**src/rtl/kdop_pkg.sv**
```systemverilog
// Package for the line offset accumulator: table sizes, request and result
// field types, result status codes and the controller-to-datapath interface structs.
// No dependencies.
package kdop_pkg;

    localparam int MAX_LINES = 64;
    localparam int IDX_W     = $clog2(MAX_LINES);
    localparam int CNT_W     = $clog2(MAX_LINES + 1);

    // Duplicate window on the Q28 dot product of two unit normals.
    localparam logic signed [32:0] DUP_LOW  = 33'sd268432772;
    localparam logic signed [32:0] DUP_HIGH = 33'sd268438140;

    typedef enum logic [1:0] {
        MODE_ADD   = 2'd0,
        MODE_POINT = 2'd1,
        MODE_READ  = 2'd2,
        MODE_CLEAR = 2'd3
    } t_mode;

    typedef enum logic [2:0] {
        ST_OK   = 3'd0,
        ST_DUP  = 3'd1,
        ST_ZERO = 3'd2,
        ST_FULL = 3'd3,
        ST_BAD  = 3'd4
    } t_status;

    typedef struct packed {
        logic [5:0]         query_index;
        logic               first_point;
        logic signed [15:0] point_y;
        logic signed [15:0] point_x;
        logic               use_offset;
        logic signed [31:0] offset_in;
        logic signed [15:0] norm_y;
        logic signed [15:0] norm_x;
    } t_req;

    typedef struct packed {
        logic [6:0]         line_count;
        logic signed [31:0] offset_out;
        logic [5:0]         line_index;
        t_status            status;
    } t_res;

    typedef struct packed {
        logic             load;
        logic             sqrt_step;
        logic             div_init;
        logic             div_step;
        logic             norm_latch;
        logic             issue;
        logic [IDX_W-1:0] addr;
        logic             dup_rd;
        logic             dup_wr;
        logic             add_wr;
        logic             rd_q;
        logic             clear;
        logic             finish;
        t_status          res;
    } t_cmd;

    typedef struct packed {
        t_mode            mode;
        logic             zero;
        logic             found;
        logic             full;
        logic             bad_idx;
        logic             use_off;
        logic             out_busy;
        logic [CNT_W-1:0] count;
    } t_stat;

endpackage

```
**src/rtl/kdop_ctrl.sv**
```systemverilog
// Controller state machine of the line offset accumulator.
// Depends on kdop_pkg; drives the datapath through t_cmd and watches t_stat.
module kdop_ctrl
    import kdop_pkg::*;
(
    input  logic  i_clk,
    input  logic  i_rst_n,
    input  logic  i_req_valid,
    output logic  o_req_ready,
    input  t_stat i_stat,
    output t_cmd  o_cmd
);

    typedef enum logic [3:0] {
        S_IDLE, S_PREP, S_SQRT, S_DIVINIT, S_DIV, S_NORM, S_SCAN, S_CHECK,
        S_DUPRD, S_DUPWR, S_POINT, S_RDADDR, S_DONE
    } t_state;

    t_state          r_state, n_state;
    logic [CNT_W-1:0] r_cnt, n_cnt;
    t_status         r_res, n_res;
    logic            walk_end;

    assign o_req_ready = (r_state == S_IDLE);
    assign walk_end    = (r_cnt == i_stat.count + CNT_W'(1));

    always_comb begin
        n_state = r_state;
        n_cnt   = r_cnt;
        n_res   = r_res;
        o_cmd   = '0;
        o_cmd.res  = r_res;
        o_cmd.addr = r_cnt[IDX_W-1:0];
        unique case (r_state)
            S_IDLE: begin
                if (i_req_valid) begin
                    o_cmd.load = 1'b1;
                    n_state    = S_PREP;
                end
            end
            S_PREP: begin
                n_cnt = '0;
                n_res = ST_OK;
                unique case (i_stat.mode)
                    MODE_ADD: begin
                        if (i_stat.zero) begin
                            n_res   = ST_ZERO;
                            n_state = S_DONE;
                        end else begin
                            n_state = S_SQRT;
                        end
                    end
                    MODE_POINT: n_state = S_POINT;
                    MODE_READ:  n_state = S_RDADDR;
                    MODE_CLEAR: begin
                        o_cmd.clear = 1'b1;
                        n_state     = S_DONE;
                    end
                endcase
            end
            S_SQRT: begin
                o_cmd.sqrt_step = 1'b1;
                n_cnt = r_cnt + CNT_W'(1);
                if (r_cnt == CNT_W'(29)) begin
                    n_state = S_DIVINIT;
                end
            end
            S_DIVINIT: begin
                o_cmd.div_init = 1'b1;
                n_cnt   = '0;
                n_state = S_DIV;
            end
            S_DIV: begin
                o_cmd.div_step = 1'b1;
                n_cnt = r_cnt + CNT_W'(1);
                if (r_cnt == CNT_W'(14)) begin
                    n_state = S_NORM;
                end
            end
            S_NORM: begin
                o_cmd.norm_latch = 1'b1;
                n_cnt   = '0;
                n_state = S_SCAN;
            end
            S_SCAN, S_POINT: begin
                o_cmd.issue = (r_cnt < i_stat.count);
                n_cnt = r_cnt + CNT_W'(1);
                if (walk_end) begin
                    n_state = (r_state == S_SCAN) ? S_CHECK : S_DONE;
                end
            end
            S_CHECK: begin
                priority if (i_stat.found) begin
                    n_res   = ST_DUP;
                    n_state = i_stat.use_off ? S_DUPRD : S_DONE;
                end else if (i_stat.full) begin
                    n_res   = ST_FULL;
                    n_state = S_DONE;
                end else begin
                    o_cmd.add_wr = 1'b1;
                    n_state      = S_DONE;
                end
            end
            S_DUPRD: begin
                o_cmd.dup_rd = 1'b1;
                n_state      = S_DUPWR;
            end
            S_DUPWR: begin
                o_cmd.dup_wr = 1'b1;
                n_state      = S_DONE;
            end
            S_RDADDR: begin
                o_cmd.rd_q = 1'b1;
                n_res      = i_stat.bad_idx ? ST_BAD : ST_OK;
                n_state    = S_DONE;
            end
            S_DONE: begin
                if (!i_stat.out_busy) begin
                    o_cmd.finish = 1'b1;
                    n_state      = S_IDLE;
                end
            end
            default: n_state = S_IDLE;
        endcase
    end

    always_ff @(posedge i_clk) begin
        if (!i_rst_n) begin
            r_state <= S_IDLE;
            r_cnt   <= '0;
            r_res   <= ST_OK;
        end else begin
            r_state <= n_state;
            r_cnt   <= n_cnt;
            r_res   <= n_res;
        end
    end

endmodule

```
**config.mk**
```make
export PLATFORM = sky130hd
export DESIGN_NAME = kdop_ctrl
export DESIGN_NICKNAME = d
export VERILOG_FILES = /design/src/rtl/kdop_pkg.sv /design/src/rtl/kdop_ctrl.sv
export SDC_FILE = /design/constraint.sdc
export NUM_CORES = 1
export LEC_CHECK = 0
export ABC_AREA = 1
export BUFFER_PORTS_ARGS = -buffer_cell sky130_fd_sc_hd__buf_2
export CAP_MARGIN = 20
export CORE_UTILIZATION = 45
export DETAILED_ROUTE_END_ITERATION = 12
export PLACE_DENSITY_LB_ADDON = 0.05
export REMOVE_ABC_BUFFERS = 1
export SLEW_MARGIN = 10
export SYNTH_ARGS = -nofsm -noshare
export SYNTH_HDL_FRONTEND = slang
export SYNTH_SLANG_ARGS = --single-unit
```
**constraint.sdc**
```tcl
create_clock -name i_clk -period 3.4 [get_ports i_clk]
set_input_delay 0.68 -clock i_clk [delete_from_list [all_inputs] [get_ports i_clk]]
set_output_delay 0.68 -clock i_clk [all_outputs]
set_load 0.05 [all_outputs]
```
==> qor.csv, run 1 <==
metric;value;unit
grt ovf;0;
outcome;completed;
Mean Syn Cell Area;6.11;um^2
R2R Setup Slk;1630;ps
Top cell by count, worst path;buf_2;
Sink Count;14;
crit-path leading delay family;buffers and inverters;
met2 GRT Util;27.6;%
Min-Delay Path Depth;2;
final net count;316;
global-route wire length before repair;5.47;mm
Post-Layout Cell Count;325;
Final Hold Vio Count;0;
crit-path cells;buf_2, inv_1, ha_1, a21oi_1, o21ai_0, a211oi_1, buf_2;
clk_lat worst skew;280;ps
CP Class;in2out;
area delta synth->final;14.9;%
Power Density;634;nW/um^2
R2R cell count;12;
GRT Util Overall;20.2;%
largest cells by area after synthesis;dfxtp_1 19%, nand2_1 16%, ha_1 12%;
# diodes;0;
IO Count;40;
relative slew slack;74.2;%
# setup viols final;0;
Yosys reg bits;14;
fraction of the cycle the final worst path needs;76.0;%
largest net degree at the start of global routing;12;
Synth Cell Area;1500;um^2
Port Buffers;39;
worst hold start;r_res[2];
DP Wirelength;2.75;mm
reg2reg start;r_cnt[0];
Via-to-Cell Ratio;4.67;
Crit. End Element;primary output;
Final Power;1090;uW
Data required, critical path;2720;ps
FF-to-FF End;r_state[3];
TritonCTS clock tree;done;
sequential share of the synthesized area;18.7;%
drt wl/cell;10.2;um
Unique masters post-synth;29;
DRC viols;0;
Die X;59.8;um
Max IR drop VDD;0.000390;V
root buffer cell;clkbuf_4;
setup repair bufs after CTS;0;
Reg clk slew, reported paths;90;ps
Fillers;352;
worst-case clock buffer depth;2;
maximum net fanout on the critical path;6;
antenna viol nets, final;0;
row cnt;20;
Slowest cell on crit path;ha_1;
cts hold-fix bufs;0;
crit path launch type;input port;
post-route minimum period;2580;ps
setup TNS;0;ps
CTS H-tree lvls;1;
Slew @ Worst Pin;386;ps
initial antenna violation count;0;
post-synth top area cell;dfxtp_1;
Max Clock Skew;3.03;ps
Post-DP Area;1700;um^2
cts bufs inserted;3;
Initial Utilization;48.4;%
crit-path max cell delay;300;ps
crit path DAT;1900;ps
RePlAce Congestion;0.814;
full die area;3570;um^2
DRT Pass-1 Iters;4;
Leak;0.000944;uW
Final Cell Area;1730;um^2
vias in the first global route;1239;
share of the synthesized area in the top cell type;18.7;%
die height;59.8;um
CP Buf/Inv Count;3;
1st-iter DRT viols;77;
post-CTS resize count;0;
Crit path depth;7;
pins over their slew limit;0;
routing usage on met3;3.90;%
Hold Crit Class;reg2reg;
layout cell share with drive strength beyond 1;24.2;%
core area;3100;um^2
M1 GR Usage;32.2;%
Ys Warns;0;
Inst Count DP;322;
max-cap viol count;0;
Syn Inst Count;246;
DR vias;1518;
total wire length;3.33;mm
RSZ-0062 raised after global routing;false;
gr busiest metal;met1;
end-of-flow core utilization;55.6;%
Hold EP;r_res[2];
Highest Clock Rate;0.387;GHz
-- worst max path at each step --
stage,slack [ps],start,end
floorplan,270,r_cnt[4],o_cmd[15]
global route,670,i_stat[2],o_cmd[15]
detailed placement,800,i_stat[2],o_cmd[15]
CTS,800,i_stat[2],o_cmd[15]
finish,820,i_stat[2],o_cmd[15]
global placement,820,i_stat[2],o_cmd[15]
-- metal layers --
metal	share of wire, %	up-vias
met1	57	618
met2	37	48
met3	5.3	2
met4	0.33	0
li1	-	850
met5	0	-
-- stage by stage --
| step | setup slack, ps | hold WS (ps) |
|---|---|---|
| 2_1_floorplan | 268 | 503 |
| 3_3_place_gp | 820 | 489 |
| 3_5_place_dp | 801 | 489 |
| 4_1_cts | 801 | 504 |
| 5_1_grt | 668 | 529 |
| 6_report | 817 | 504 |
-- layout by cell type, fill, tap and decap left out, types with 8 or more instances in the layout --
cell type / n
nand2_1: 63
buf_2: 39
inv_1: 36
nor2_1: 29
nand3_1: 16
ha_1: 15
dfxtp_1: 14
a21oi_1: 13
inv_2: 9
o21ai_0: 8
-- state kept, by name, summed over array words and instances, names as in the netlist --
signal	count
r_cnt	7
r_res	3
r_state	4
-- tightest hold or removal path: stages (launching register included) --
cell and delay [ps]:
dfxtp_1 320, nor2_1 100, a211oi_1 50
-- report_power, final --
| group | switching [uW] | total (uW) | internal, uW |
|---|---|---|---|
| combinational | 542 | 756 | 214 |
| sequential | 39.7 | 242 | 202 |
| clock | 55.1 | 96.2 | 41.1 |
| total | 637 | 1090 | 457 |
-- cells in the mapped netlist, drive strengths merged --
cell type  count
buf            6
o31ai          1
nor3           3
ha            15
o21ai         11
dfxtp         14
nor3b          1
nand3         17
xor2           1
inv           45
a211oi         4
nor2          37
clkbuf         1
o22ai          1
nand4          4
nor4           1
a31oi          1
nand2         66
a21oi         17
-- cell type report --
| class | count | area (um^2) | share of cell area, % |
|---|---|---|---|
| inverters | 45 | 169 | 9.78 |
| well taps | 44 | 55.1 | 3.19 |
| repair buffers | 39 | 195 | 11.3 |
| flip-flops and latches | 14 | 280 | 16.2 |
| multi-input cells | 180 | 1000 | 58.2 |
| clock buffers | 3 | 22.5 | 1.30 |
-- cell families (layout without fill, tap and decap cells) --
family,count (synthesis),in the layout,share of synthesized area [%]
buf+inv,52,87,14.5
fa+ha+maj,15,15,12.5
compound gates,35,35,14.7
simple gates,129,129,39.1
xor+xnor,1,1,0.583
flops,14,14,18.7
(Power assumes the default switching activity.)
==> run 2: changes to the inputs <==
Clock period 3.4 ns to 2.2 ns, I/O delays scaled along.
==> qor.csv, run 2 (synthesized netlist as in run 1, its figures left out) <==
metric;value;unit;change
crit-path max cell delay;380;ps;+80 ps
cts bufs inserted;3;;unchanged
core area;3100;um^2;unchanged
RePlAce Congestion;0.853;;+4.8%
CP Buf/Inv Count;4;;+1
Die X;59.8;um;unchanged
Slowest cell on crit path;dfxtp_2;;
Sink Count;14;;unchanged
Crit. End Element;primary output;;
# setup viols final;0;;unchanged
Via-to-Cell Ratio;4.76;;+1.9%
full die area;3570;um^2;unchanged
Final Cell Area;1790;um^2;+3.4%
TritonCTS clock tree;done;;
Leak;0.000978;uW;+3.6%
fraction of the cycle the final worst path needs;94.6;%;
row cnt;20;;unchanged
Reg clk slew, reported paths;90;ps;about the same
CP Class;reg2out;;
Hold Crit Class;in2reg;;
RSZ-0062 raised after global routing;false;;
# diodes;0;;unchanged
layout cell share with drive strength beyond 1;26.5;%;+2.3 points
die height;59.8;um;unchanged
Regs by FF count;r_cnt (7), r_state (4), r_res (3);;
DRC viols;0;;unchanged
Initial Utilization;48.4;%;unchanged
grt ovf;0;;unchanged
GRT Util Overall;21.8;%;+1.6 points
Final Power;1760;uW;+61%
pins over their slew limit;0;;unchanged
CTS H-tree lvls;1;;unchanged
crit-path cells;inv_2, nor2_2, inv_2, a21oi_2, inv_2, a211oi_1, buf_4;;
commonest non-fill, non-tap cells in the layout;63 x nand2_1, 37 x buf_2, 36 x inv_1;;
worst-case clock buffer depth;2;;unchanged
Max IR drop VDD;0.000889;V;+130%
DRT Pass-1 Iters;4;;unchanged
Reg with most FFs;r_cnt;;
Data required, critical path;1760;ps;-960 ps
setup repair bufs after CTS;0;;unchanged
DP Wirelength;2.89;mm;+5.0%
Max Clock Skew;1.66;ps;-1.36 ps
area occupied by multi-input gates;1000;um^2;unchanged
pre-CTS setup slack;101;ps;-700 ps
crit-path leading delay family;buffers and inverters;;
max-cap viol count;0;;unchanged
largest net degree at the start of global routing;11;;-1
setup TNS;0;ps;unchanged
Final Hold Vio Count;0;;unchanged
Port Buffers;39;;unchanged
Post-DP Area;1740;um^2;+2.2%
fin worst setup slack;119;ps;-697 ps
post-route minimum period;2080;ps;
relative slew slack;79.0;%;+4.7 points
1st-iter DRT viols;72;;-6.5%
Seq. cell area;283;um^2;+0.89%
maximum net fanout on the critical path;4;;-2
IO Count;40;;unchanged
crit path launch type;register;;
global-route wire length before repair;5.77;mm;+5.4%
Highest Clock Rate;0.481;GHz;
root buffer cell;clkbuf_4;;
max reg flops;7;;unchanged
drt wl/cell;10.6;um;+3.8%
Power Density;987;nW/um^2;+56%
vias in the first global route;1321;;+6.6%
outcome;completed;;
Fin Hold WS;389;ps;-115 ps
clk_lat worst skew;290;ps;about the same
DR vias;1576;;+3.8%
Fillers;339;;-3.7%
Slew @ Worst Pin;315;ps;-71.4 ps
Top cell by count, worst path;inv_2;;
antenna viol nets, final;0;;unchanged
final net count;321;;+1.6%
crit path DAT;1640;ps;-260 ps
most common cell after layout, fill and taps aside;nand2_1;;
initial antenna violation count;0;;unchanged
total wire length;3.52;mm;+5.7%
area delta synth->final;18.8;%;
run 2: changes by cell type in the layout (fill, tap and decap cells not counted):
cell / change
buf_4: +6
buf_2: -2
dfxtp_1: -2
dfxtp_2: +2
clkbuf_4: +1
clkbuf_8: +1
run 2: metal layers:
metal	track usage, %	vias up	wire, um
li1	-	859	-
met1	32.5	677	1960
met2	31.1	36	1370
met3	4.55	4	142
met4	5.98	0	41
met5	0	-	0
run 2: worst reg2reg max path: cells and delay by family, from the launching register on:
family	cells	cell delay, ps
AND/OR/NAND/NOR	9	790
flip-flops	1	450
adder cells (fa/ha/maj)	1	280
buffers and inverters	2	150
run 2: worst paths after layout:
path                            cells after the start          to  slack (ps)        from
worst max-delay path                                7   o_cmd[15]         120  r_state[2]
worst min register to register                      2    r_res[2]         500    r_res[2]
worst max register to register                     12  r_state[3]         410    r_cnt[0]
worst min-delay path                                3    r_res[2]         390   i_stat[9]
run 2: report_power, final:
| part | switching (uW) | total (uW) | internal, uW | leakage [uW] |
|---|---|---|---|---|
| Clock | 96.6 | 198 | 101 | 0.0000210 |
| Sequential | 62.6 | 377 | 315 | 0.000115 |
| Combinational | 855 | 1190 | 333 | 0.000842 |
| Total | 1010 | 1760 | 749 | 0.000978 |
run 2: repair_timing:
| action | CTS | global route |
|---|---|---|
| endpoints found under the setup margin | 1 | 2 |
| resized for setup | 1 | 3 |
| pin swaps | 0 | 0 |
| hold buffers | 0 | 0 |
run 2: cell type report:
class | count | share of cell area (%)
multi-input combinational | 180 | 56.3
sequential | 14 | 15.8
timing repair buffer | 44 | 13.3
inverter | 45 | 9.46
tap | 44 | 3.08
clock buffer | 4 | 2.03
run 2: stage by stage:
step | utilization, % | std cells
global route | 57.5 | 331
detailed placement | 56.1 | 327
CTS | 57.4 | 331
global placement | 56.1 | 327
finish | 57.5 | 331
floorplan | - | 239
